$ cat src/hw/rtl/dsvb_pkg.sv
package dsvb_pkg;

   localparam int VOLT_W     = 15;
   localparam int AUDIO_W    = 14;
   localparam int KNOB_W     = 12;
   localparam int PITCH_W    = 20;
   localparam int MODT_W     = 17;
   localparam int MANT_W     = 18;
   localparam int DIFF_W     = 13;
   localparam int BASE_W     = 32;
   localparam int PROD_W     = BASE_W + MANT_W;
   localparam int SHIFT_W    = 9;
   localparam int VOICE_MAX  = 5;
   localparam int VOICE_W    = 3;
   localparam int QUO_W      = 18;
   localparam int DVS_W      = 4;
   localparam int CSR_ADDR_W = 6;
   localparam int CSR_DATA_W = 64;
   localparam int SPREAD_W   = 7;

   typedef logic signed [VOLT_W-1:0] volt_type;

   typedef enum logic [1:0] {
      SLOT_CENTRE = 2'd0,
      SLOT_UP     = 2'd1,
      SLOT_DOWN   = 2'd2
   } slot_type;

   typedef struct packed {
      logic               valid;
      logic [VOICE_W-1:0] voice;
      slot_type           slot;
   } tag_type;

   typedef enum logic [2:0] {
      REG_VOICE_PITCH_PACK = 3'd0,
      REG_VOICE_ENABLE     = 3'd1,
      REG_MOD_ENABLE       = 3'd2,
      REG_MOD_DEPTH        = 3'd3,
      REG_CV_PER_VOICE     = 3'd4,
      REG_SPREAD_AMOUNT    = 3'd5,
      REG_HOLD_LATCH       = 3'd6,
      REG_BASE_INCREMENT   = 3'd7
   } csr_index_type;

   typedef struct packed {
      logic [59:0]          voice_pitch_pack;
      logic [4:0]           voice_enable;
      logic [4:0]           mod_enable;
      logic signed [15:0]   mod_depth;
      logic                 cv_per_voice;
      logic [SPREAD_W-1:0]  spread_amount;
      logic                 hold_latch;
      logic [BASE_W-1:0]    base_increment;
   } cfg_type;

   typedef enum logic [2:0] {
      ST_IDLE = 3'd0,
      ST_PREP = 3'd1,
      ST_RUN  = 3'd2,
      ST_MIX  = 3'd3,
      ST_DIV  = 3'd4,
      ST_DONE = 3'd5
   } state_type;

   // 2^(i/16) in Q16, i = 0..16
   function automatic logic [MANT_W-1:0] exp_entry(input logic [4:0] idx);
      logic [MANT_W-1:0] val;
      case (idx)
         5'd0:    val = 18'd65536;
         5'd1:    val = 18'd68438;
         5'd2:    val = 18'd71468;
         5'd3:    val = 18'd74632;
         5'd4:    val = 18'd77936;
         5'd5:    val = 18'd81386;
         5'd6:    val = 18'd84990;
         5'd7:    val = 18'd88752;
         5'd8:    val = 18'd92682;
         5'd9:    val = 18'd96785;
         5'd10:   val = 18'd101070;
         5'd11:   val = 18'd105545;
         5'd12:   val = 18'd110218;
         5'd13:   val = 18'd115098;
         5'd14:   val = 18'd120194;
         5'd15:   val = 18'd125515;
         5'd16:   val = 18'd131072;
         default: val = 18'd131072;
      endcase
      return val;
   endfunction

endpackage

$ cat src/hw/rtl/dsvb_div.sv
module dsvb_div (
   input  logic                             clock,
   input  logic                             reset,
   input  logic                             start,
   input  logic [dsvb_pkg::QUO_W-1:0]       dividend,
   input  logic [dsvb_pkg::DVS_W-1:0]       divisor,
   output logic                             done,
   output logic [dsvb_pkg::QUO_W-1:0]       quotient
);

   localparam int CNT_W = $clog2(dsvb_pkg::QUO_W + 1);

   logic [CNT_W-1:0]               cnt_ff, cnt_in;
   logic                           done_ff, done_in;
   logic [dsvb_pkg::QUO_W-1:0]     quo_ff, quo_in;
   logic [dsvb_pkg::DVS_W-1:0]     rem_ff, rem_in;
   logic [dsvb_pkg::DVS_W-1:0]     dvs_ff, dvs_in;
   logic [dsvb_pkg::DVS_W:0]       trial;
   logic                           fits;

   // restoring divide, one quotient bit per cycle
   always_comb begin
      trial   = {rem_ff, quo_ff[dsvb_pkg::QUO_W-1]};
      fits    = trial >= {1'b0, dvs_ff};
      cnt_in  = cnt_ff;
      quo_in  = quo_ff;
      rem_in  = rem_ff;
      dvs_in  = dvs_ff;
      done_in = 1'b0;
      if (start) begin
         cnt_in = CNT_W'(dsvb_pkg::QUO_W);
         quo_in = dividend;
         rem_in = '0;
         dvs_in = divisor;
      end else if (cnt_ff != '0) begin
         cnt_in  = cnt_ff - 1'b1;
         quo_in  = {quo_ff[dsvb_pkg::QUO_W-2:0], fits};
         rem_in  = fits ? dsvb_pkg::DVS_W'(trial - {1'b0, dvs_ff})
                        : trial[dsvb_pkg::DVS_W-1:0];
         done_in = (cnt_ff == CNT_W'(1));
      end
   end

   always_ff @(posedge clock) begin
      if (reset) begin
         cnt_ff  <= '0;
         done_ff <= 1'b0;
      end else begin
         cnt_ff  <= cnt_in;
         done_ff <= done_in;
      end
   end

   always_ff @(posedge clock) begin
      quo_ff <= quo_in;
      rem_ff <= rem_in;
      dvs_ff <= dvs_in;
   end

   assign done     = done_ff;
   assign quotient = quo_ff;

endmodule

$ cat config.mk
export PLATFORM = sky130hd
export DESIGN_NAME = dsvb_div
export DESIGN_NICKNAME = d
export VERILOG_FILES = /design/src/hw/rtl/dsvb_pkg.sv /design/src/hw/rtl/dsvb_div.sv
export SDC_FILE = /design/constraint.sdc
export NUM_CORES = 1
export LEC_CHECK = 0
export ABC_AREA = 1
export BUFFER_PORTS_ARGS = -buffer_cell sky130_fd_sc_hd__buf_2
export CAP_MARGIN = 20
export CORE_MARGIN = 1
export CORE_UTILIZATION = 35
export DETAILED_ROUTE_END_ITERATION = 7
export GPL_TIMING_DRIVEN = 0
export PLACE_DENSITY_LB_ADDON = 0.25
export SLEW_MARGIN = 40
export SYNTH_ARGS = -nofsm -noshare
export SYNTH_HDL_FRONTEND = slang
export SYNTH_SLANG_ARGS = --single-unit
$ cat constraint.sdc
create_clock -name clock -period 3.3 [get_ports clock]
set_input_delay 0.66 -clock clock [delete_from_list [all_inputs] [get_ports clock]]
set_output_delay 0.66 -clock clock [all_outputs]
set_load 0.005 [all_outputs]
After elaboration in Yosys (flattened, before gate mapping)
Index checks and enable logic that the tools add are counted.

Flip-flop bits (word level): 32. Input port bits: 25. Logic and storage cells: 20.

Add/subtract/negate cells: 2. Order comparisons: 1. Equal/unequal tests: 1. Muxes and demuxes: 5. Bitwise logic cells: 1. Reductions and logical operators: 4.

Operators by type and width (number): $mux W18 (2); $mux W5 (2); $eq A5 B1 Y1 const B (1); $ge A5 B4 Y1 (1); $reduce_bool A5 Y1 (1); $sub A5 B1 Y5 const B (1); $mux W4 (1); $sub A4 B4 Y4 (1); $reduce_or A3 Y1 (1); $reduce_bool A2 Y1 (1); $reduce_or A2 Y1 (1); $not A1 Y1 (1).

Logic depth before layout (Yosys ltp)
Depth in word-level cells: 3. Mapped depth: 10.

Least setup slack after synthesis
No wires, ideal clock.

Path kind: in2reg. Start point: in start. End point: reg quo_ff, in the netlist quotient[0], enable pin. Setup time: 0.373 ns. Arrival: 1.270 ns. Path slack: 1.657 ns. Cell stages on the path: 3. Path through: buf_2 -> nor2_2 -> inv_1.

Word-level cells in the longest chain between the ends: 1.

Ends and longest elaborated chain: start: declaration (RTL line dsvb_div.sv:4) `input logic start,`; $reduce_bool A2 Y1 (no line); end signal: assignment (RTL line dsvb_div.sv:55) `quo_ff <= quo_in;`; end: declaration (RTL line dsvb_div.sv:15) `logic [dsvb_pkg::QUO_W-1:0] quo_ff, quo_in;`.

No other way between the ends. A chain may end at the register's enable or synchronous reset.

Final worst setup path
Start point: reg cnt_ff[0]. End point: reg quo_ff, in the netlist quotient[13], enable pin.

Word-level cells in the longest chain between the ends: 2.

Ends and longest elaborated chain: start: declaration (RTL line dsvb_div.sv:13) `logic [CNT_W-1:0] cnt_ff, cnt_in;`; start signal: assignment (RTL line dsvb_div.sv:49) `cnt_ff <= cnt_in;`; $reduce_bool A5 Y1 (RTL line dsvb_div.sv:35) `end else if (cnt_ff != '0) begin`; $reduce_bool A2 Y1 (no line).

No other way between the ends.

==> summary.md <==
| Metric | Value |
|---|---|
| Setup tns final | `0 ns` |
| Netlist cell types | `21` |
| Synth area leader | `edfxtp_1` |
| Top cell type's share of synthesized area | `44.2%` |
| Worst Path Required | `3.21 ns` |
| Full die area | `4530 sq um` |
| Via count | `1197` |
| Peak supply drop | `0.290 mV` |
| Largest net degree at the start of global routing | `19` |
| Slack of the critical path | `1.48 ns` |
| Drt initial violations | `34` |
| GRT overflow | `0` |
| Initial antenna violation count | `0` |
| Initial core utilization | `36.8%` |
| Commonest non-fill, non-tap cells in the layout | `nand2_1, buf_2, edfxtp_1, inv_1, dfxtp_1` |
| Net Switching | `0.351 mW` |
| RSZ-0062 raised after global routing | `false` |
| HP Class | `reg -> reg` |
| Synth top area cells | `edfxtp_1, nand2_1, dfxtp_1` |
| Final setup viols | `0` |
| Worst-Margin Slew | `0.688 ns` |
| Setup crit end kind | `flop` |
| Power Dens Cells | `614 nW/um^2` |
| Worst-Skew Late Latency | `0.28 ns` |
| CTS tree | `done` |
| GRT Util Overall | `14.5%` |
| CORE AREA | `4060 sq um` |
| Sw Ratio | `30.9%` |
| Fmax | `550 MHz` |
| Post-synthesis sequential area ratio | `57.6%` |
| Area growth syn-to-layout | `24.1%` |
| CTS Buf Count | `5` |
| Mapped cell area | `1490 sq um` |
| Worst setup SP type | `flop` |
| Internal | `0.787 mW` |
| Maxcap violations | `0` |
| Final period utilization | `55.1%` |
| Synth Warn # | `0` |
| FF+latch count, synth | `32` |
| Vias in the first global route | `1060` |
| Die H | `67.3 um` |
| CP Max Fanout | `18` |
| TritonRoute pass-1 iters | `4` |
| Final Slew Violations | `0` |
| Final Critical Period | `1.82 ns` |
| # port buffers | `43` |
| Critical-path top delay cell | `inv_1` |
| Worst path buffer plus inverter count | `2` |
| CP top delay family | `buffers and inverters` |
| CP most frequent cell | `inv_1` |
| Leakage power | `0.933 nW` |
| Slew headroom | `54.1%` |
| DP Area | `1770 sq um` |
| DP HPWL | `2140 um` |
| Routed wire length | `2830 um` |
| Drt drc | `0` |
| Most common cell after layout, fill and taps aside | `nand2_1` |
| Pre-CTS setup slack | `1.21 ns` |
| Antenna-violating nets left | `0` |
| Final Wtd Congestion | `0.808` |
| # IOs | `44` |
| Part of the power in registers | `48.5%` |
| N_diodes | `0` |
| Final count of hold timing violations | `0` |
| Final std cells w/o fill | `264` |
| Placed Cells | `256` |
| Routed WL per cell | `10.7 um` |
| Status | `complete, no violations` |
| CP Class | `reg -> reg` |
| CP arrival | `1.73 ns` |
| Critical path, cell by cell | `inv_1, ha_1, nand3_2, nor2_2, inv_1` |
| Dominant synthesized flop cell | `edfxtp_1` |
| CTS root buf | `clkbuf_8` |
| Htree depth | `2` |
| Die width | `67.3 um` |
| Post-synth ARST share | `0%` |
| Clk pwr share | `24.4%` |
| Final instance area | `1850 sq um` |
| TritonCTS Sinks | `32` |
| Crit path largest cell delay | `0.52 ns` |
| Post-Syn Instances | `163` |
| # Post-CTS Setup Buffers | `0` |
| Final Skew | `0.00561 ns` |
| # resized after CTS | `0` |
| CTS Buffer Depth | `2` |
| Clock Pin Slew Worst Setup and Hold Paths | `0.06 ns` |
| Layout cells sized above 1 | `27.1%` |
| # hold bufs at CTS | `0` |
| Combinational power share | `27.2%` |
| Final net count | `245` |
| Post-synth EDFFs | `22` |
| Core Rows | `23` |
| Mapped Nets | `195` |
| Syn_area_per_cell | `9.17 sq um` |
| Vias per Instance | `4.53` |
| First-pass GRT wire length | `4690 um` |
==> metrics by stage <==
step | util [%] | hold WS, ns | power, mW
finish | 45.7 | 0.459 | 1.14
detailed placement | 43.7 | 0.454 | 0.873
CTS | 45.7 | 0.463 | 1.15
global route | 45.7 | 0.503 | 1.23
global placement | 43.7 | 0.446 | 0.869
floorplan | - | 0.427 | 0.766
==> cells by family (layout without fill, tap and decap cells) <==
| logic type | count (synthesis) | in the layout | share of synthesized area (%) |
|---|---|---|---|
| compound gates | 9 | 9 | 3.77 |
| fa+ha+maj | 7 | 7 | 6.37 |
| buf+inv | 18 | 69 | 4.69 |
| simple gates | 94 | 94 | 25.8 |
| flops | 32 | 32 | 57.6 |
| xor+xnor | 3 | 3 | 1.76 |
==> sequential cells by signal (all words and copies together) (netlist names) <==
| name | flops |
|---|---|
| cnt_ff | 5 |
| rem_ff | 4 |
| done | 1 |
| dvs_ff | 4 |
| quotient | 18 |
==> area by class of cell <==
class	instances	area, sq um
plain buffers	4	17.5
well taps	50	62.6
flip-flops and latches	32	861
inverters	14	52.6
fillers	426	2200
repair buffers	43	215
clock buffers	5	68.8
clock inverters	3	13.8
multi-input cells	113	563
==> synthesized netlist by cell type, types with 5 or more instances <==
library cell	number
nand2_1	71
inv_1	14
edfxtp_1	22
ha_1	6
nand3_1	9
a21oi_1	5
nor2_1	7
dfxtp_1	10
==> layer usage <==
| metal | vias to the layer above | GRT usage [%] | part of all wire [%] |
|---|---|---|---|
| met4 | 0 | 7.18 | 1.9 |
| li1 | 622 | - | - |
| met1 | 532 | 17.8 | 45 |
| met5 | - | 0 | 0 |
| met3 | 6 | 5.07 | 6.6 |
| met2 | 37 | 22.5 | 46 |
==> final timing paths <==
path                            startpoint           end  slack (ns)  cells past startpoint
worst max register to register   cnt_ff[0]  quotient[13]        1.48                      5
worst min register to register   cnt_ff[4]     cnt_ff[4]        0.46                      2
worst max-delay path             cnt_ff[0]  quotient[13]        1.48                      5
worst min-delay path             cnt_ff[4]     cnt_ff[4]        0.46                      2
==> worst reg2reg max path, cell delays in order, from the launching register on <==
cell and delay (ns):
dfxtp_1 0.40, inv_1 0.06, ha_1 0.24, nand3_2 0.15
nor2_2 0.09, inv_1 0.52
==> power by group through the flow <==
stage          registers (mW)  clock network, mW  logic (mW)
2_1_floorplan           0.555                  0       0.211
3_3_place_gp            0.560                  0       0.308
3_5_place_dp            0.560                  0       0.313
4_1_cts                 0.553              0.287       0.315
5_1_grt                 0.561              0.308       0.356
6_report                0.552              0.277       0.309
Note: power is estimated with default switching activity, not from simulation.
