### src/hw/rtl/dsvb_pkg.sv
package dsvb_pkg;

   localparam int VOLT_W     = 15;
   localparam int AUDIO_W    = 14;
   localparam int KNOB_W     = 12;
   localparam int PITCH_W    = 20;
   localparam int MODT_W     = 17;
   localparam int MANT_W     = 18;
   localparam int DIFF_W     = 13;
   localparam int BASE_W     = 32;
   localparam int PROD_W     = BASE_W + MANT_W;
   localparam int SHIFT_W    = 9;
   localparam int VOICE_MAX  = 5;
   localparam int VOICE_W    = 3;
   localparam int QUO_W      = 18;
   localparam int DVS_W      = 4;
   localparam int CSR_ADDR_W = 6;
   localparam int CSR_DATA_W = 64;
   localparam int SPREAD_W   = 7;

   typedef logic signed [VOLT_W-1:0] volt_type;

   typedef enum logic [1:0] {
      SLOT_CENTRE = 2'd0,
      SLOT_UP     = 2'd1,
      SLOT_DOWN   = 2'd2
   } slot_type;

   typedef struct packed {
      logic               valid;
      logic [VOICE_W-1:0] voice;
      slot_type           slot;
   } tag_type;

   typedef enum logic [2:0] {
      REG_VOICE_PITCH_PACK = 3'd0,
      REG_VOICE_ENABLE     = 3'd1,
      REG_MOD_ENABLE       = 3'd2,
      REG_MOD_DEPTH        = 3'd3,
      REG_CV_PER_VOICE     = 3'd4,
      REG_SPREAD_AMOUNT    = 3'd5,
      REG_HOLD_LATCH       = 3'd6,
      REG_BASE_INCREMENT   = 3'd7
   } csr_index_type;

   typedef struct packed {
      logic [59:0]          voice_pitch_pack;
      logic [4:0]           voice_enable;
      logic [4:0]           mod_enable;
      logic signed [15:0]   mod_depth;
      logic                 cv_per_voice;
      logic [SPREAD_W-1:0]  spread_amount;
      logic                 hold_latch;
      logic [BASE_W-1:0]    base_increment;
   } cfg_type;

   typedef enum logic [2:0] {
      ST_IDLE = 3'd0,
      ST_PREP = 3'd1,
      ST_RUN  = 3'd2,
      ST_MIX  = 3'd3,
      ST_DIV  = 3'd4,
      ST_DONE = 3'd5
   } state_type;

   // 2^(i/16) in Q16, i = 0..16
   function automatic logic [MANT_W-1:0] exp_entry(input logic [4:0] idx);
      logic [MANT_W-1:0] val;
      case (idx)
         5'd0:    val = 18'd65536;
         5'd1:    val = 18'd68438;
         5'd2:    val = 18'd71468;
         5'd3:    val = 18'd74632;
         5'd4:    val = 18'd77936;
         5'd5:    val = 18'd81386;
         5'd6:    val = 18'd84990;
         5'd7:    val = 18'd88752;
         5'd8:    val = 18'd92682;
         5'd9:    val = 18'd96785;
         5'd10:   val = 18'd101070;
         5'd11:   val = 18'd105545;
         5'd12:   val = 18'd110218;
         5'd13:   val = 18'd115098;
         5'd14:   val = 18'd120194;
         5'd15:   val = 18'd125515;
         5'd16:   val = 18'd131072;
         default: val = 18'd131072;
      endcase
      return val;
   endfunction

endpackage

### src/hw/rtl/dsvb_inc_unit.sv
module dsvb_inc_unit #(
   parameter int PHASE_BITS = 32
) (
   input  logic                                 clock,
   input  logic                                 reset,
   input  dsvb_pkg::tag_type                    in_tag,
   input  logic signed [dsvb_pkg::PITCH_W-1:0]  in_pitch,
   input  logic [dsvb_pkg::BASE_W-1:0]          base_inc,
   output dsvb_pkg::tag_type                    out_tag,
   output logic [PHASE_BITS-1:0]                out_inc
);

   localparam int SHIFT_BIAS = 48 - PHASE_BITS;
   localparam logic [PHASE_BITS-1:0] HALF = {1'b1, {(PHASE_BITS-1){1'b0}}};
   localparam logic [dsvb_pkg::SHIFT_W-1:0] MAX_LEFT  = 9'd40;
   localparam logic [dsvb_pkg::SHIFT_W-1:0] MAX_RIGHT = 9'd63;

   // stage 0: pitch word
   dsvb_pkg::tag_type                       tag0_ff;
   logic signed [dsvb_pkg::PITCH_W-1:0]     pitch_ff;
   // stage 1: mantissa and shift
   dsvb_pkg::tag_type                       tag1_ff;
   logic [dsvb_pkg::MANT_W-1:0]             mant_ff, mant_in;
   logic signed [dsvb_pkg::SHIFT_W-1:0]     shift1_ff, shift1_in;
   // stage 2: scaled increment
   dsvb_pkg::tag_type                       tag2_ff;
   logic [dsvb_pkg::PROD_W-1:0]             prod_ff, prod_in;
   logic signed [dsvb_pkg::SHIFT_W-1:0]     shift2_ff;
   // stage 3: limited increment
   dsvb_pkg::tag_type                       tag3_ff;
   logic [PHASE_BITS-1:0]                   inc_ff, inc_in;

   logic signed [7:0]                       octave;
   logic [3:0]                              seg;
   logic [7:0]                              frac;
   logic [dsvb_pkg::MANT_W-1:0]             t_lo, t_hi;
   logic [dsvb_pkg::DIFF_W-1:0]             t_diff;
   logic [dsvb_pkg::DIFF_W+7:0]             interp;
   logic [dsvb_pkg::SHIFT_W-1:0]            right_full;
   logic [5:0]                              amt;
   logic [dsvb_pkg::PROD_W-1:0]             limit;
   logic [dsvb_pkg::PROD_W-1:0]             shifted;

   // octave, table segment and fraction of the segment
   always_comb begin
      octave    = pitch_ff[dsvb_pkg::PITCH_W-1:12];
      seg       = pitch_ff[11:8];
      frac      = pitch_ff[7:0];
      t_lo      = dsvb_pkg::exp_entry({1'b0, seg});
      t_hi      = dsvb_pkg::exp_entry(5'({1'b0, seg}) + 5'd1);
      t_diff    = dsvb_pkg::DIFF_W'(t_hi - t_lo);
      interp    = t_diff * frac;
      mant_in   = t_lo + dsvb_pkg::MANT_W'(interp[dsvb_pkg::DIFF_W+7:8]);
      shift1_in = {octave[7], octave} - dsvb_pkg::SHIFT_W'(SHIFT_BIAS);
   end

   assign prod_in = base_inc * mant_ff;

   always_comb begin
      right_full = '0 - unsigned'(shift2_ff);
      limit      = '0;
      shifted    = '0;
      amt        = '0;
      if (!shift2_ff[dsvb_pkg::SHIFT_W-1]) begin
         // left shift, saturating at half a cycle
         amt     = (unsigned'(shift2_ff) > MAX_LEFT) ? 6'(MAX_LEFT) : shift2_ff[5:0];
         limit   = dsvb_pkg::PROD_W'(HALF) >> amt;
         shifted = prod_ff << amt;
         inc_in  = (prod_ff > limit) ? HALF : shifted[PHASE_BITS-1:0];
      end else begin
         amt     = (right_full > MAX_RIGHT) ? 6'(MAX_RIGHT) : right_full[5:0];
         shifted = prod_ff >> amt;
         inc_in  = (shifted > dsvb_pkg::PROD_W'(HALF)) ? HALF : shifted[PHASE_BITS-1:0];
      end
   end

   always_ff @(posedge clock) begin
      if (reset) begin
         tag0_ff <= '0;
         tag1_ff <= '0;
         tag2_ff <= '0;
         tag3_ff <= '0;
      end else begin
         tag0_ff <= in_tag;
         tag1_ff <= tag0_ff;
         tag2_ff <= tag1_ff;
         tag3_ff <= tag2_ff;
      end
   end

   always_ff @(posedge clock) begin
      pitch_ff  <= in_pitch;
      mant_ff   <= mant_in;
      shift1_ff <= shift1_in;
      prod_ff   <= prod_in;
      shift2_ff <= shift1_ff;
      inc_ff    <= inc_in;
   end

   assign out_tag = tag3_ff;
   assign out_inc = inc_ff;

endmodule

### config.mk
export PLATFORM = sky130hd
export DESIGN_NAME = dsvb_inc_unit
export DESIGN_NICKNAME = d
export VERILOG_FILES = /design/src/hw/rtl/dsvb_pkg.sv /design/src/hw/rtl/dsvb_inc_unit.sv
export SDC_FILE = /design/constraint.sdc
export NUM_CORES = 2
export LEC_CHECK = 0
export ABC_AREA = 1
export BUFFER_PORTS_ARGS = -buffer_cell sky130_fd_sc_hd__buf_2
export CAP_MARGIN = 20
export CORE_MARGIN = 1.5
export CORE_UTILIZATION = 55
export CTS_CLUSTER_DIAMETER = 120
export CTS_CLUSTER_SIZE = 8
export DETAILED_ROUTE_END_ITERATION = 12
export GPL_ROUTABILITY_DRIVEN = 1
export HOLD_SLACK_MARGIN = 0.06
export PLACE_DENSITY = 0.8
export SYNTH_ARGS = -nofsm -noshare
export SYNTH_HDL_FRONTEND = slang
export SYNTH_SLANG_ARGS = --single-unit
### constraint.sdc
create_clock -name clock -period 10.2 [get_ports clock]
set_clock_uncertainty 0.05 [all_clocks]
set_input_delay 1.02 -clock clock [delete_from_list [all_inputs] [get_ports clock]]
set_output_delay 1.02 -clock clock [all_outputs]
set_load 0.005 [all_outputs]
==> After elaboration in Yosys (flattened, before gate mapping) <==
Memories as Yosys holds them, arrays and structs flattened. A register that Yosys moved wholly into a read port is not among the register bits.
Index checks and enable logic that the tools add are counted.
{ "word_totals": {"input_bits": 60, "wordCells": 39, "ff_bits": 162, "memories": 2, "mem_bits_ro": 832} }
{ "memory_table": {"columns": ["memory", "words", "width", "read_ports", "rd_clocked_by_memory_dff", "wr", "line_no", "source"], "rows": [
  ["(name not given)", 32, 18, 1, 0, 0, "dsvb_pkg.sv:69", "case (idx)"],
  ["(name not given)", 16, 16, 1, 1, 0, "dsvb_pkg.sv:69", null]
]} }
{ "classes": {"shifts": 3, "order_cmp": 4, "mux": 5, "n_addsub": 5, "n_mul": 2} }
{ "op_table": {"columns": ["operator", "count"], "rows": [
  ["$mux 32", 3],
  ["$gt 50x32->1 const B", 1],
  ["$gt 50x50->1", 1],
  ["$mul 32x18->50", 1],
  ["$shl 50x6->32", 1],
  ["$shr 32x6->50 const A", 1],
  ["$shr 50x6->50", 1],
  ["$mul 13x8->21", 1],
  ["$add 18x13->18", 1],
  ["$gt 9x6->1 const B", 2],
  ["$sub 13x13->13", 1],
  ["$mux 6", 2],
  ["$sub 1x9->9 const A", 1],
  ["$sub 8x6->9 const B", 1],
  ["$add 4x1->5 const B", 1]
]} }

==> Logic depth before layout (Yosys ltp) <==
{ "logic_depth": {"depth_word": 7, "mapped_depth": 52, "ltp_nobuf": 51} }

==> Least setup slack after synthesis <==
Ideal clock, no wire load.
{ "synth_timing": {"path_type": "flip-flop to flip-flop", "start": "register pitch_ff[8] (netlist name)", "end": "register mant_ff[14] (netlist name)", "n_path_buf": 1, "setup_time_ps": 124, "setup_slack_ps": 2078, "t_arrival_ps": 7948, "required_time_ps": 10026, "stages_incl_launch_ff": 50, "period_less_slack_ps": 8122, "cell_sequence": "dfxtp_1 -> ha_1 -> nor2_1 -> nor2_1 -> inv_1 -> clkbuf_1 -> or2_2 -> nand3_1 -> ha_1 -> fa_1 -> nor2_1 -> a211oi_1 -> inv_1 -> a21oi_1 -> inv_1 -> a21oi_1 -> nor2_1 -> o21ai_0 -> (+14 left out) -> inv_1 -> ha_1 -> nand2_1 -> nor2_1 -> nand2_1 -> o211ai_1 -> a31oi_1 -> xnor2_1 -> ha_1 -> a21oi_1 -> nand2_1 -> a21oi_1 -> inv_1 -> a21oi_1 -> o21ai_0 -> a21oi_1 -> nor2_1 -> xor2_1"} }
{ "synth_between": {"elab_chain_len": 5} }
{ "synth_lines": {"columns": ["item", "line_no", "source"], "rows": [
  ["start: declaration", "dsvb_inc_unit.sv:20", "logic signed [dsvb_pkg::PITCH_W-1:0] pitch_ff;"],
  ["start signal: assignment", "dsvb_inc_unit.sv:92", "pitch_ff <= in_pitch;"],
  ["$add 4x1->5", "dsvb_inc_unit.sv:50", "t_hi = dsvb_pkg::exp_entry(5'({1'b0, seg}) + 5'd1);"],
  ["$mem_v2 32x18", null, null],
  ["$sub 13x13->13", "dsvb_inc_unit.sv:51", "t_diff = dsvb_pkg::DIFF_W'(t_hi - t_lo);"],
  ["$mul 13x8->21", "dsvb_inc_unit.sv:52", "interp = t_diff * frac;"],
  ["$add 18x13->18", "dsvb_inc_unit.sv:53", "mant_in = t_lo + dsvb_pkg::MANT_W'(interp[dsvb_pkg::DIFF_W+7:8]);"],
  ["via mant_in (one bit)", "dsvb_inc_unit.sv:23", "logic [dsvb_pkg::MANT_W-1:0] mant_ff, mant_in;"],
  ["end signal: assignment", "dsvb_inc_unit.sv:93", "mant_ff <= mant_in;"],
  ["end: declaration", "dsvb_inc_unit.sv:23", null]
]} }
The timed path passes the listed nets, and every way through them passes these cells.
A chain may end at the register's enable or synchronous reset.

==> Final worst setup path <==
Same ends and word-level chain as after synthesis.

==> out/qor.csv <==
metric,value,unit
"Arr. time, crit path",9350,ps
Synthesis Warnings,0,
CTS Buffer Depth,2,
reg-to-reg critical path endpoint,mant_ff[14]$_DFF_P_,
Max Slew Vio Count,0,
initial antenna violation count,0,
CORE AREA,60200,um^2
pin count of the biggest net entering global routing,59,
CTS Buf Count,17,
fin cells,5317,
Syn Area/Cell,7.25,um^2
setup_tns,0,ps
Initial Util,55.5,%
final hold violation count,0,
Post-synth EDFFs,0,
total wire length,89.2,mm
maxcap violations,0,
#FFs+latches synth,178,
period utilisation layout,88.7,%
kind of critical path,reg2reg,
post-CTS resize count,0,
Top Ports,98,
CP endpoint kind,flip-flop,
CP max-delay cell,dfxtp_1,
first drt pass iteration count,6,
Max-slew headroom,29.2,%
Bufs and invs on worst path,7,
RSZ-0062 raised after global routing,no,
vias,29500,
HPWL after DPL,70.2,mm
"Setup violations, final",0,
GPL Wtd Cong,1.02,
Least-Margin Pin Slew,1060,ps
Yosys cell types,54,
die area,62200,um^2
Die X,249,um
vias in the first global route,29900,
H-tree Lvls,4,
Worst-Skew Late Latency,470,ps
outcome,"complete, no violations",
Residual DRC,0,
Iteration-0 DRC Markers,2784,
setup bufs post-CTS,0,
Hold Path Class,reg2reg,
nets,5369,
worst reg2reg path depth,48,
Die Y,249,um
CTS tree,done,
largest cells by area after synthesis,"fa_1 (33%), nand2_1 (14%), dfxtp_1 (11%), inv_1 (11%), ha_1 (9.0%)",
cts hold-fix bufs,0,
Mapped Nets,5455,
# diodes,0,
row count,90,
overall global routing resource usage,29.4,%
sequential cell area fraction in the yosys report,10.7,%
Worst setup SP type,flip-flop,
first-pass GRT wire length,148,mm
Max Freq,110,MHz
layout cells sized above 1,4.72,%
Worst R2R Setup Slack,1150,ps
crit-path max cell delay,500,ps
Post-Place Worst Slack,1210,ps
ys async rst share,0,%
ANT nets after route,0,
"Largest delay share family, worst path",adder cells,
ys flop type,dfxtp_1,
clk root buf,clkbuf_16,
area of the mapped netlist,33400,um^2
crit path capture,mant_ff[14]$_DFF_P_,
Num Clock Sinks,178,
Synth top area share,32.8,%
filler cell count,5532,
"commonest non-fill, non-tap cell in the layout",nand2_1,
CP startpoint,pitch_ff[8]$_DFF_P_,
# placed instances,5284,
min cycle time layout,9050,ps
Worst EP required,10500,ps
hold slack,271,ps
clk slew on worst S/H paths,80,ps
PortBufs,97,
Synth Instances,4608,
post-synth top area cell,fa_1,
fin worst setup slack,1150,ps
Vias/cell,5.55,
critical-path maximum fanout,11,
WP depth,48,
total grt overflow,0,
WL per Instance,16.8,um
Layout area overhead,3.83,%
R2R Path Start,pitch_ff[8]$_DFF_P_,
highest-count cells in the layout ignoring fill and taps,"nand2_1 (1,239), inv_1 (936), fa_1 (547)",
==> final cells by class <==
class	count	area, um^2	share of cell area, %
tap	782	978	2.82
multi-input combinational	3248	25300	72.9
sequential	178	3570	10.3
clock buffer	19	443	1.28
timing repair buffer	122	693	2.00
inverter	955	3580	10.3
clock inverter	13	141	0.407
==> worst reg2reg max path: cells and delay by family, from the launching register on <==
family,cells,cell delay [ps]
fa+ha+maj,9,3180
compound gates,12,2030
simple gates,17,1960
buf+inv,7,730
flops,1,500
xor+xnor,3,490
==> sequential cells by signal, summed over array words and instances (netlist names), 9 cells and up <==
name and cells:
prod_ff 50, mant_ff 18, out_inc 32, pitch_ff 20, shift2_ff 9, shift1_ff 9
t_lo 16
==> per-stage QoR <==
step / utilization (%) / instance area (um^2)
6_report: 57.6 / 34700
5_1_grt: 57.6 / 34700
4_1_cts: 57.5 / 34700
3_5_place_dp: 56.6 / 34100
3_3_place_gp: 56.6 / 34100
2_1_floorplan: - / 33400
==> Yosys cell counts, drive strengths merged (15+ instances only) <==
master / n
nor2: 281
xnor2: 27
xor2: 59
inv: 947
nand3: 341
clkbuf: 162
o21ai: 150
buf: 65
a31oi: 15
nand2: 1252
ha: 240
fa: 547
a21oi: 123
o211ai: 25
dfxtp: 178
nand4: 78
==> kinds of logic (layout without fill, tap and decap cells) <==
logic type | after synthesis | count (layout) | share of synthesized area (%)
DFF | 178 | 178 | 10.7
buffers and inverters | 1182 | 1109 | 13.7
adders and majority gates | 787 | 787 | 41.8
AOI/OAI and AO/OA | 376 | 376 | 6.42
xor gates and xnor gates | 86 | 86 | 2.28
muxes | 15 | 15 | 0.453
and+or+nand+nor | 1984 | 1984 | 24.7
==> routing by layer <==
layer / GRT usage [%] / vias up / share of wire (%)
li1: - / 13800 / -
met1: 37.0 / 14300 / 39
met2: 50.1 / 1172 / 48
met3: 4.32 / 267 / 7.4
met4: 13.3 / 0 / 4.7
met5: 0 / - / 0
==> worst min path at each step <==
stage                              start              endpoint  cells after the start
floorplan           pitch_ff[12]$_DFF_P_  shift1_ff[0]$_DFF_P_                      0
global placement    shift1_ff[6]$_DFF_P_  shift2_ff[6]$_DFF_P_                      0
detailed placement  pitch_ff[12]$_DFF_P_  shift1_ff[0]$_DFF_P_                      0
CTS                 pitch_ff[13]$_DFF_P_  shift1_ff[1]$_DFF_P_                      0
global route        shift1_ff[1]$_DFF_P_  shift2_ff[1]$_DFF_P_                      0
finish              shift1_ff[1]$_DFF_P_  shift2_ff[1]$_DFF_P_                      0
Power is left out: the tool's default activity adds up to more than one toggle a clock period on the data nets, which glitch-free logic cannot reach.
