[src/hw/rtl/dsvb_pkg.sv]
package dsvb_pkg;

   localparam int VOLT_W     = 15;
   localparam int AUDIO_W    = 14;
   localparam int KNOB_W     = 12;
   localparam int PITCH_W    = 20;
   localparam int MODT_W     = 17;
   localparam int MANT_W     = 18;
   localparam int DIFF_W     = 13;
   localparam int BASE_W     = 32;
   localparam int PROD_W     = BASE_W + MANT_W;
   localparam int SHIFT_W    = 9;
   localparam int VOICE_MAX  = 5;
   localparam int VOICE_W    = 3;
   localparam int QUO_W      = 18;
   localparam int DVS_W      = 4;
   localparam int CSR_ADDR_W = 6;
   localparam int CSR_DATA_W = 64;
   localparam int SPREAD_W   = 7;

   typedef logic signed [VOLT_W-1:0] volt_type;

   typedef enum logic [1:0] {
      SLOT_CENTRE = 2'd0,
      SLOT_UP     = 2'd1,
      SLOT_DOWN   = 2'd2
   } slot_type;

   typedef struct packed {
      logic               valid;
      logic [VOICE_W-1:0] voice;
      slot_type           slot;
   } tag_type;

   typedef enum logic [2:0] {
      REG_VOICE_PITCH_PACK = 3'd0,
      REG_VOICE_ENABLE     = 3'd1,
      REG_MOD_ENABLE       = 3'd2,
      REG_MOD_DEPTH        = 3'd3,
      REG_CV_PER_VOICE     = 3'd4,
      REG_SPREAD_AMOUNT    = 3'd5,
      REG_HOLD_LATCH       = 3'd6,
      REG_BASE_INCREMENT   = 3'd7
   } csr_index_type;

   typedef struct packed {
      logic [59:0]          voice_pitch_pack;
      logic [4:0]           voice_enable;
      logic [4:0]           mod_enable;
      logic signed [15:0]   mod_depth;
      logic                 cv_per_voice;
      logic [SPREAD_W-1:0]  spread_amount;
      logic                 hold_latch;
      logic [BASE_W-1:0]    base_increment;
   } cfg_type;

   typedef enum logic [2:0] {
      ST_IDLE = 3'd0,
      ST_PREP = 3'd1,
      ST_RUN  = 3'd2,
      ST_MIX  = 3'd3,
      ST_DIV  = 3'd4,
      ST_DONE = 3'd5
   } state_type;

   // 2^(i/16) in Q16, i = 0..16
   function automatic logic [MANT_W-1:0] exp_entry(input logic [4:0] idx);
      logic [MANT_W-1:0] val;
      case (idx)
         5'd0:    val = 18'd65536;
         5'd1:    val = 18'd68438;
         5'd2:    val = 18'd71468;
         5'd3:    val = 18'd74632;
         5'd4:    val = 18'd77936;
         5'd5:    val = 18'd81386;
         5'd6:    val = 18'd84990;
         5'd7:    val = 18'd88752;
         5'd8:    val = 18'd92682;
         5'd9:    val = 18'd96785;
         5'd10:   val = 18'd101070;
         5'd11:   val = 18'd105545;
         5'd12:   val = 18'd110218;
         5'd13:   val = 18'd115098;
         5'd14:   val = 18'd120194;
         5'd15:   val = 18'd125515;
         5'd16:   val = 18'd131072;
         default: val = 18'd131072;
      endcase
      return val;
   endfunction

endpackage

[src/hw/rtl/dsvb_csr.sv]
module dsvb_csr (
   input  logic                                clock,
   input  logic                                reset,
   input  logic                                psel,
   input  logic                                penable,
   input  logic                                pwrite,
   input  logic [dsvb_pkg::CSR_ADDR_W-1:0]     paddr,
   input  logic [dsvb_pkg::CSR_DATA_W-1:0]     pwdata,
   output logic [dsvb_pkg::CSR_DATA_W-1:0]     prdata,
   output logic                                pready,
   output dsvb_pkg::cfg_type                   cfg
);

   dsvb_pkg::cfg_type       cfg_ff;
   dsvb_pkg::cfg_type       cfg_in;
   dsvb_pkg::csr_index_type reg_idx;
   logic                    wr_en;

   // registers sit on 8-byte boundaries
   assign reg_idx = dsvb_pkg::csr_index_type'(paddr[5:3]);
   assign wr_en   = psel && penable && pwrite;
   assign pready  = 1'b1;
   assign cfg     = cfg_ff;

   always_comb begin
      cfg_in = cfg_ff;
      if (wr_en) begin
         case (reg_idx)
            dsvb_pkg::REG_VOICE_PITCH_PACK: cfg_in.voice_pitch_pack = pwdata[59:0];
            dsvb_pkg::REG_VOICE_ENABLE:     cfg_in.voice_enable     = pwdata[4:0];
            dsvb_pkg::REG_MOD_ENABLE:       cfg_in.mod_enable       = pwdata[4:0];
            dsvb_pkg::REG_MOD_DEPTH:        cfg_in.mod_depth        = pwdata[15:0];
            dsvb_pkg::REG_CV_PER_VOICE:     cfg_in.cv_per_voice     = pwdata[0];
            dsvb_pkg::REG_SPREAD_AMOUNT:    cfg_in.spread_amount    = pwdata[6:0];
            dsvb_pkg::REG_HOLD_LATCH:       cfg_in.hold_latch       = pwdata[0];
            dsvb_pkg::REG_BASE_INCREMENT:   cfg_in.base_increment   = pwdata[31:0];
            default:                        cfg_in = cfg_ff;
         endcase
      end
   end

   always_comb begin
      case (reg_idx)
         dsvb_pkg::REG_VOICE_PITCH_PACK: prdata = 64'(cfg_ff.voice_pitch_pack);
         dsvb_pkg::REG_VOICE_ENABLE:     prdata = 64'(cfg_ff.voice_enable);
         dsvb_pkg::REG_MOD_ENABLE:       prdata = 64'(cfg_ff.mod_enable);
         dsvb_pkg::REG_MOD_DEPTH:        prdata = 64'(unsigned'(cfg_ff.mod_depth));
         dsvb_pkg::REG_CV_PER_VOICE:     prdata = 64'(cfg_ff.cv_per_voice);
         dsvb_pkg::REG_SPREAD_AMOUNT:    prdata = 64'(cfg_ff.spread_amount);
         dsvb_pkg::REG_HOLD_LATCH:       prdata = 64'(cfg_ff.hold_latch);
         dsvb_pkg::REG_BASE_INCREMENT:   prdata = 64'(cfg_ff.base_increment);
         default:                        prdata = '0;
      endcase
   end

   always_ff @(posedge clock) begin
      if (reset) begin
         cfg_ff <= '0;
      end else begin
         cfg_ff <= cfg_in;
      end
   end

endmodule

[config.mk]
export PLATFORM = sky130hd
export DESIGN_NAME = dsvb_csr
export DESIGN_NICKNAME = d
export VERILOG_FILES = /design/src/hw/rtl/dsvb_pkg.sv /design/src/hw/rtl/dsvb_csr.sv
export SDC_FILE = /design/constraint.sdc
export NUM_CORES = 1
export LEC_CHECK = 0
export CAP_MARGIN = 15
export CORE_ASPECT_RATIO = 1.1
export CORE_MARGIN = 10
export CORE_UTILIZATION = 53
export CTS_BUF_LIST = sky130_fd_sc_hd__clkbuf_4
export DETAILED_ROUTE_END_ITERATION = 12
export DONT_BUFFER_PORTS = 1
export PLACE_DENSITY_LB_ADDON = 0.05
export SETUP_SLACK_MARGIN = 0.1
export SLEW_MARGIN = 20
export SYNTH_ARGS = -nofsm -noshare
export SYNTH_HDL_FRONTEND = slang
export SYNTH_SLANG_ARGS = --single-unit
[constraint.sdc]
create_clock -name clock -period 4.7 [get_ports clock]
set_clock_uncertainty 0.1 [all_clocks]
set_input_delay 0.705 -clock clock [delete_from_list [all_inputs] [get_ports clock]]
set_output_delay 0.705 -clock clock [all_outputs]
set_load 0.02 [all_outputs]
* After elaboration in Yosys (flattened, before gate mapping) *
Index checks and enable logic that the tools add are counted.

storage, ports and cells
  register bits = 127
  input bits = 75

cells by class
  equal/unequal tests = 7
  multiplexer cells = 1
  reduce and logical (&&, ||, !) cells = 11

operator list
  kind                number
  $pmux 64 s8         1
  $reduce_and 2->1    8
  $eq 3x3->1 const B  4
  $eq 3x2->1 const B  2
  $eq 3x1->1 const B  1
  $logic_not 3->1     1
  $logic_and 1x1->1   2

* Longest topological paths before layout *
Gate-level depths: netlist (run 1).

  depth in word-level cells = 3
  mapped depth = 7
  mapped depth without buffers = 4

* Worst setup path after synthesis (run 1) *
Ideal clock, no wire load.

  path type = input to output
  start = input paddr[3] in the netlist's numbering
  end = output prdata[10] in the netlist's numbering
  arrival = 1.861 ns
  setup slack = 2.034 ns
  stages = 6
  cells stage by stage = buf_4 inv_1 nor2_1 buf_2 a22oi_1 o21ai_0

on the way
  cells in the longest elaborated chain, start to end = 2
  elaborated cells on any way between the ends = 9

ends and longest elaborated chain
  element                                   RTL line        text
  start, declared                           dsvb_csr.sv:7   input logic [dsvb_pkg::CSR_ADDR_W-1:0] paddr,
  $eq 3x3->1, or another cell as far along  dsvb_csr.sv:43  case (reg_idx)
  $pmux 64 s8 (*)                           dsvb_csr.sv:43
  end, declared                             dsvb_csr.sv:9   output logic [dsvb_pkg::CSR_DATA_W-1:0] prdata,

Mark *: on every way between the ends. The rest lies on a longest branch, timed or not. The select of a mux whose other input is x is not followed.

* Worst setup path in the final report (run 1) *
  start = input paddr[4] in the netlist's numbering
  end = output prdata[9] in the netlist's numbering

The elaborated chain is that of the path after synthesis.

==> impl_metrics.ini, run 1 <==
[setup_path]
cp.arrival_ns = 2.39
worstPathMaxFanout = 21
end_kind = output pin
worstPathRequired_ns = 3.89
critPathLaunchType = input pin
path_class = in2out

[routing]
wl_um = 17390
wl_per_cell_um = 22.15
drtPass1Iterations = 5
drc = 0
drt_iter0_drc = 449
vias = 4617
ant_nets = 0
viasPerCell = 5.882

[clock_network]
cts_buffers = 17
insertion_delay_ns = 0.52
cts_resized = 0
ctsHoldBuffers = 0
h-tree-depth = 4
cts_tree = done
clk_path_buf_depth = 2
cts.sinks = 127
clk_pin_slew_worst_paths_ns = 0.10
post_cts_buffers = 0
clockRootBuffer = clkbuf_4

[placed_design]
dpl.cell_count = 753
io_buffers = 0
dp_slack_ns = 1.504
hpwl_um = 12300
place.gp.congestion = 0.8244

[final_layout]
final_cell_mix = nand2_1 (222), dfxtp_1 (127), a21oi_1 (112)
multi_input_area_sq_mm = 0.002585
finalNetCount = 727
layout-drive-gt1-share_pct = 8.872
register_area_sq_mm = 0.002542
n_antenna_cell = 0
fin_cells = 785
area.growth.synth_to_final_pct = 3.629
fillers = 958
largest_register_ffs = 127
post-route-util_pct = 56.81
layout_commonest_cell = nand2_1

[floorplan]
die_y_um = 126.3
core_sq_mm = 0.009937
die_width_um = 116.7
rows = 38
num_io_pins = 267
start_util_pct = 54.82
die-area_sq_mm = 0.01474

[run]
maxCapViolations = 0

[outcome]
status = completed

[synthesis]
synth_cell_types = 33
synth_top_family_by_area = simple AND/OR/NAND/NOR gates
synth_area_sq_mm = 0.005448
synthCells = 681
ys_seq_area_share_pct = 46.67
ys_warn_count = 0
synth-xor-area-share_pct = 0
synth_compound_gate_area_share_pct = 16.84
ys_ff_latch = 127
synth_mux_area_share_pct = 5.604
syn-mean-instance-area_sq_um = 8.000
synth-adder-area-share_pct = 0
synthSimpleGateAreaFrac_pct = 24.44

[grt]
grt_max_degree = 128
grt_pass1_wl_um = 25740
grt_pass1_vias = 4329
grt_antenna_before_repair = 0
grtUsageMet1_pct = 24.16
use_met2_pct = 36.88
globalRoute.totalOverflow = 0
grt-busiest-layer = met2
grtUsageTotal_pct = 22.45
grt.met3_usage_pct = 12.07

[timing]
layout_min_cycle_time_ns = 3.196
worstMarginPinSlew_ns = 0.8986
slew_headroom_pct = 39.87
min_period_over_period_pct = 68.00
fmax_ghz = 0.3129
hold_viol = 0
setup_ws_ns = 1.504
setup_viol = 0
setup-tns-final_ns = 0
drv_slew = 0
rsz0062_at_grt = no

[pwr]
power_density_mw_per_mm2 = 347.7
p_leak_uw = 0.001811
total_power_uw = 1963
ir_worst_vdd_mv = 0.2321

[worst_hold_path]
hp-class = in2reg
-- final timing paths --
check | start | end | slack [ns] | cells past startpoint
worst min register to register | cfg[22] | cfg[22] | 0.47 | 2
worst min-delay path | reset | cfg[22] | 0.15 | 1
worst max-delay path | paddr[4] | prdata[9] | 1.50 | 4
worst max register to register | cfg[15] | cfg[15] | 3.70 | 2
-- metrics by stage --
step / hold WS (ns) / area (sq um)
floorplan: 0.4400 / 5459
global placement: 0.4547 / 5338
detailed placement: 0.4605 / 5338
CTS: 0.1132 / 5645
global route: 0.1046 / 5645
finish: 0.1478 / 5645
-- layout make-up --
| type | instances | share of cell area, % |
|---|---|---|
| Timing Repair Buffer | 7 | 0.9309 |
| Multi-Input combinational cell | 497 | 45.79 |
| Clock buffer | 18 | 2.394 |
| Inverter | 2 | 0.1330 |
| Tap cell | 120 | 2.660 |
| Clock inverter | 14 | 3.059 |
| Sequential cell | 127 | 45.04 |
-- synthesized netlist by cell type, drive strengths merged --
master / n / share of area [%]
nand2b: 3 / 0.34
nand4: 1 / 0.11
nand3: 1 / 0.18
or3: 1 / 0.11
o21ai: 11 / 1.0
or2: 2 / 0.23
nor2b: 1 / 0.11
a22oi: 11 / 1.5
a21oi: 112 / 10
or4: 1 / 0.14
mux4: 2 / 0.83
o22a: 3 / 0.48
o31ai: 2 / 0.28
mux2i: 26 / 4.8
clkbuf: 22 / 1.5
nand2: 233 / 17
conb: 2 / 0.14
nor2: 24 / 1.7
dfxtp: 127 / 47
and3: 1 / 0.11
nor4: 1 / 0.39
a22o: 16 / 2.6
inv: 2 / 0.14
and2: 28 / 3.2
o22ai: 6 / 0.69
nor3: 4 / 0.85
buf: 36 / 4.7
nor4b: 2 / 0.32
-- critical path: stages --
cell     delay (ns)
inv_1          0.10
nor2_1         0.71
a22oi_1        0.20
o21ai_0        0.66
-- cells by family after synthesis --
logic type,count (synthesis)
other,2
DFF,127
buffers and inverters,60
and+or+nand+nor,303
AOI/OAI and AO/OA,161
muxes,28
-- layer usage --
layer | share of wire, % | routed length, um | up-vias
met2 | 49 | 8463 | 226
met3 | 15 | 2587 | 23
met4 | 1.8 | 313 | 0
met5 | 0 | 0 | -
li1 | - | - | 2199
met1 | 35 | 6023 | 2169
-- report_power, final --
part	switching [uW]	total (uW)	internal, uW
clock network	390	808	418
registers	18.3	1100	1080
logic	36.5	53.3	16.8
No activity file was read; power rests on OpenSTA's default activity.
==> run 2, diff against run 1 <==
==> constraint.sdc (replaced) <==
create_clock -name clock -period 3.1 [get_ports clock]
set_clock_uncertainty 0.1 [all_clocks]
set_input_delay 0.465 -clock clock [delete_from_list [all_inputs] [get_ports clock]]
set_output_delay 0.465 -clock clock [all_outputs]
set_load 0.02 [all_outputs]
==> run 2 against run 1 <==
Compared with the run above: first-iteration DRC count down 29%; largest power group unchanged; die area is the same; sequential share of layout area decreased by 4.5 points; clock-buffer cell count is the same; power increased by 42%; critical path depth is 2 lower; via count increased by 6.0%; sequential power grew 52%; sequential cell count unchanged; final area up 11%.
==> impl_metrics.ini, run 2 (synthesized netlist as in run 1, its figures left out) <==
[timing]
hold_viol = 0
setup-tns-final_ns = 0
worstMarginPinSlew_ns = 0.8180
min_period_over_period_pct = 77.37
layout_min_cycle_time_ns = 2.399
fmax_ghz = 0.4169
rsz0062_at_grt = no
slew_headroom_pct = 45.00
setup_viol = 0
drv_slew = 0

[routing]
drtPass1Iterations = 4
drt_iter0_drc = 319
wl_um = 18580
wl_per_cell_um = 21.73
drc = 0
ant_nets = 0
viasPerCell = 5.723
vias = 4893

[clock_network]
cts_tree = done
clockRootBuffer = clkbuf_4
cts_resized = 0
cts_buffers = 17
insertion_delay_ns = 0.50
post_cts_buffers = 0
clk_pin_slew_worst_paths_ns = 0.10
clk_path_buf_depth = 2
cts.sinks = 127
h-tree-depth = 4

[pwr]
total_power_uw = 2787
ir_worst_vdd_mv = 0.3182
p_leak_uw = 0.002105
power_density_mw_per_mm2 = 444.9

[floorplan]
core_sq_mm = 0.009937
rows = 38
num_io_pins = 267
die_width_um = 116.7
start_util_pct = 54.82
die_y_um = 126.3
die-area_sq_mm = 0.01474

[placed_design]
hpwl_um = 12440
place.gp.congestion = 0.8220
dpl.cell_count = 763
place_area_sq_mm = 0.005413
io_buffers = 0

[setup_path]
worstPathMaxFanout = 3
critical_path.slowest_cell = o31ai_1
r2r-start = cfg[28]
startpoint = cfg[58]
critPathLaunchType = register
end_kind = output pin
path_class = reg2out
worstRegToRegCells = 3
cpPeakStageDelay_ns = 0.68
worstPathRequired_ns = 2.53
path_cells = mux2i_1 > o31ai_1
cp.arrival_ns = 1.83

[final_layout]
layout-drive-gt1-share_pct = 9.116
fin_cells = 855
stdcell_area_sq_mm = 0.006265
n_antenna_cell = 0
area.growth.synth_to_final_pct = 15.00
layout_commonest_cell = nand2_1
post-route-util_pct = 63.04
finalNetCount = 799
final_cell_mix = nand2_1 (222), dfxtp_1 (127), a21oi_1 (112)
largest_register_ffs = 127

[grt]
grtUsageTotal_pct = 24.34
grt_pass1_vias = 4902
grt_antenna_before_repair = 0
grt_max_degree = 128
globalRoute.totalOverflow = 0
grt_pass1_wl_um = 28300

[run]
maxCapViolations = 0

[outcome]
status = completed

[worst_hold_path]
hold-path-cell-count = 3
hp-class = in2reg
min_from = paddr[4]
-- run 2: critical path, delay by kind of cell (launching register included) --
kind | cells | cell delay [ns]
mux | 1 | 0.14
flops | 1 | 0.51
compound gates | 1 | 0.68
-- run 2: power breakdown --
group          internal, uW  switching, uW
logic                  82.3            109
clock network           375            550
registers              1640           27.9
-- run 2: final cells by class --
cell class / count / area, sq um
Multi-Input combinational cell: 497 / 2585
Fill cell: 891 / 3672
Inverter: 2 / 7.507
Clock inverter: 12 / 78.83
Timing Repair Buffer: 79 / 765.7
Clock buffer: 18 / 135.1
Tap cell: 120 / 150.1
Sequential cell: 127 / 2542
-- run 2: path summary, 6_finish.rpt --
check | to | slack, ns
hold / removal | cfg[40] | 0.12
hold reg to reg | cfg[103] | 0.48
setup reg to reg | cfg[28] | 1.63
setup / recovery | prdata[1] | 0.70
-- run 2: per-stage QoR --
step	hold WS, ns	worst slack [ns]
2_1_floorplan	0.4400	0.9142
3_3_place_gp	0.4465	0.9930
3_5_place_dp	0.4490	0.9484
4_1_cts	0.06270	0.6240
5_1_grt	0.06522	0.5638
6_report	0.1243	0.7015
-- run 2: metal layers --
metal | track usage (%) | wire, um
met5 | 0 | 0
met4 | 8.588 | 341
met3 | 14.00 | 2697
met2 | 41.34 | 9123
met1 | 24.19 | 6416
-- run 2: what timing repair did --
| item | in CTS | in global routing |
|---|---|---|
| endpoints found under the setup margin | 0 | 0 |
| hold endpoints to repair | 127 | 0 |
| hold buffers | 62 | 0 |
==> run 3, diff against run 2 <==
==> constraint.sdc (replaced) <==
create_clock -name clock -period 2 [get_ports clock]
set_clock_uncertainty 0.1 [all_clocks]
set_input_delay 0.3 -clock clock [delete_from_list [all_inputs] [get_ports clock]]
set_output_delay 0.3 -clock clock [all_outputs]
set_load 0.02 [all_outputs]
==> run 3 against run 2 <==
Compared with the run above: the flow now finishes with violations (setup timing); cell count up 6.2%; global-route usage up 1.2 points; routed wire length up 6.7%; clock power up 77%.
==> impl_metrics.ini, run 3 (synthesized netlist as in run 1, its figures left out) <==
[floorplan]
start_util_pct = 54.82
die_width_um = 116.7
die_y_um = 126.3
rows = 38
core_sq_mm = 0.009937
die-area_sq_mm = 0.01474
num_io_pins = 267

[clock_network]
clk_pin_slew_worst_paths_ns = 0.11
insertion_delay_ns = 0.51
cts_tree = done
h-tree-depth = 4
clockRootBuffer = clkbuf_4
clk_path_buf_depth = 2
cts_buffers = 17
cts.sinks = 127

[final_layout]
largest_register_ffs = 127
fillers = 789
area.growth.synth_to_final_pct = 29.28
layout_commonest_cell = nand2_1
final_cell_mix = nand2_1 (221), a21oi_1 (109), dlygate4sd3_1 (99)
layout-drive-gt1-share_pct = 18.55
finalNetCount = 851
fin_cells = 908

[placed_design]
io_buffers = 0
hpwl_um = 12450
dp_slack_ns = 0.02602
dpl.cell_count = 775
place.gp.congestion = 0.8325

[routing]
vias = 5280
drc = 0
wl_um = 19810
viasPerCell = 5.815
drtPass1Iterations = 5
wl_per_cell_um = 21.82
drt_iter0_drc = 420
ant_nets = 0

[pwr]
power_density_mw_per_mm2 = 636.7
p_leak_uw = 0.002540
ir_worst_vdd_mv = 0.4755

[timing]
min_period_over_period_pct = 105.0
fmax_ghz = 0.4760
worstMarginPinSlew_ns = 0.5399
setup_ws_ns = -0.1008
layout_min_cycle_time_ns = 2.101
hold_viol = 0
setup_viol = 2
drv_slew = 0
setup-tns-final_ns = -0.1783
slew_headroom_pct = 63.97
rsz0062_at_grt = yes

[grt]
grt_pass1_wl_um = 29820
grtUsageTotal_pct = 25.57
grt_pass1_vias = 5222
grt_max_degree = 83
globalRoute.totalOverflow = 0
grt_antenna_before_repair = 1

[setup_path]
cp.arrival_ns = 1.70
worst-r2r-setup-slack_ns = 0.49
critPathLaunchType = register
end_kind = output pin
worstPathMaxFanout = 3
worstPathRequired_ns = 1.60
path_class = reg2out

[outcome]
status = complete, but fails checks
violations = setup timing

[worst_hold_path]
hp-class = in2reg

[run]
maxCapViolations = 0
run 3: cell type report:
cell class,instances,area (sq um),share of cell area (%)
Clock buffer,20,150.1,2.132
Timing Repair Buffer,131,1330,18.88
Multi-Input combinational cell,497,2639,37.47
Antenna cell,1,2.502,0.03553
Sequential cell,127,2666,37.86
Clock inverter,10,97.59,1.386
Tap cell,120,150.1,2.132
Inverter,2,7.507,0.1066
run 3: what timing repair did:
item                                    CTS  global route
endpoints found under the setup margin   16            26
hold buffers                            100             0
pin swaps                                 6             4
buffers inserted                          0             2
endpoints found under the hold margin   127             0
gates resized for setup                  54            41
run 3: where the power goes:
group          switching (uW)  internal [uW]  leakage (uW)
registers                42.5           2520       0.00106
clock network             889            747      0.000138
logic                     154            135       0.00134
total                    1090           3400       0.00254
run 3: per-stage QoR:
stage	total power, uW	cell area [sq um]	utilization (%)	hold WS [ns]
floorplan	2813	5459	-	0.3360
global placement	2787	5565	56.01	0.2807
detailed placement	2790	5565	56.01	0.2842
CTS	4524	6930	69.74	0.04531
global route	4673	7043	70.88	0.03358
finish	4484	7043	70.88	0.07109
run 3: path summary, 6_finish.rpt:
check                           startpoint        end  cells after the start
worst max-delay path               cfg[36]  prdata[3]                      4
worst min-delay path                 reset    cfg[29]                      2
worst max register to register      cfg[6]     cfg[6]                      3
worst min register to register     cfg[77]    cfg[77]                      2
run 3: critical path, cell delays in order, from the launching register on:
cell	delay [ns]
dfxtp_2	0.38
mux4_2	0.47
nand2_2	0.10
o31ai_4	0.08
buf_6	0.14
run 3: routing by layer:
| layer | share of wire [%] | vias to the layer above | global-route usage, % | routed length (um) |
|---|---|---|---|---|
| met4 | 2.1 | 0 | 8.515 | 413 |
| met2 | 51 | 293 | 44.14 | 10070 |
| met5 | 0 | - | 0 | 0 |
| met1 | 34 | 2493 | 26.55 | 6671 |
| met3 | 13 | 44 | 12.16 | 2661 |
| li1 | - | 2450 | - | - |
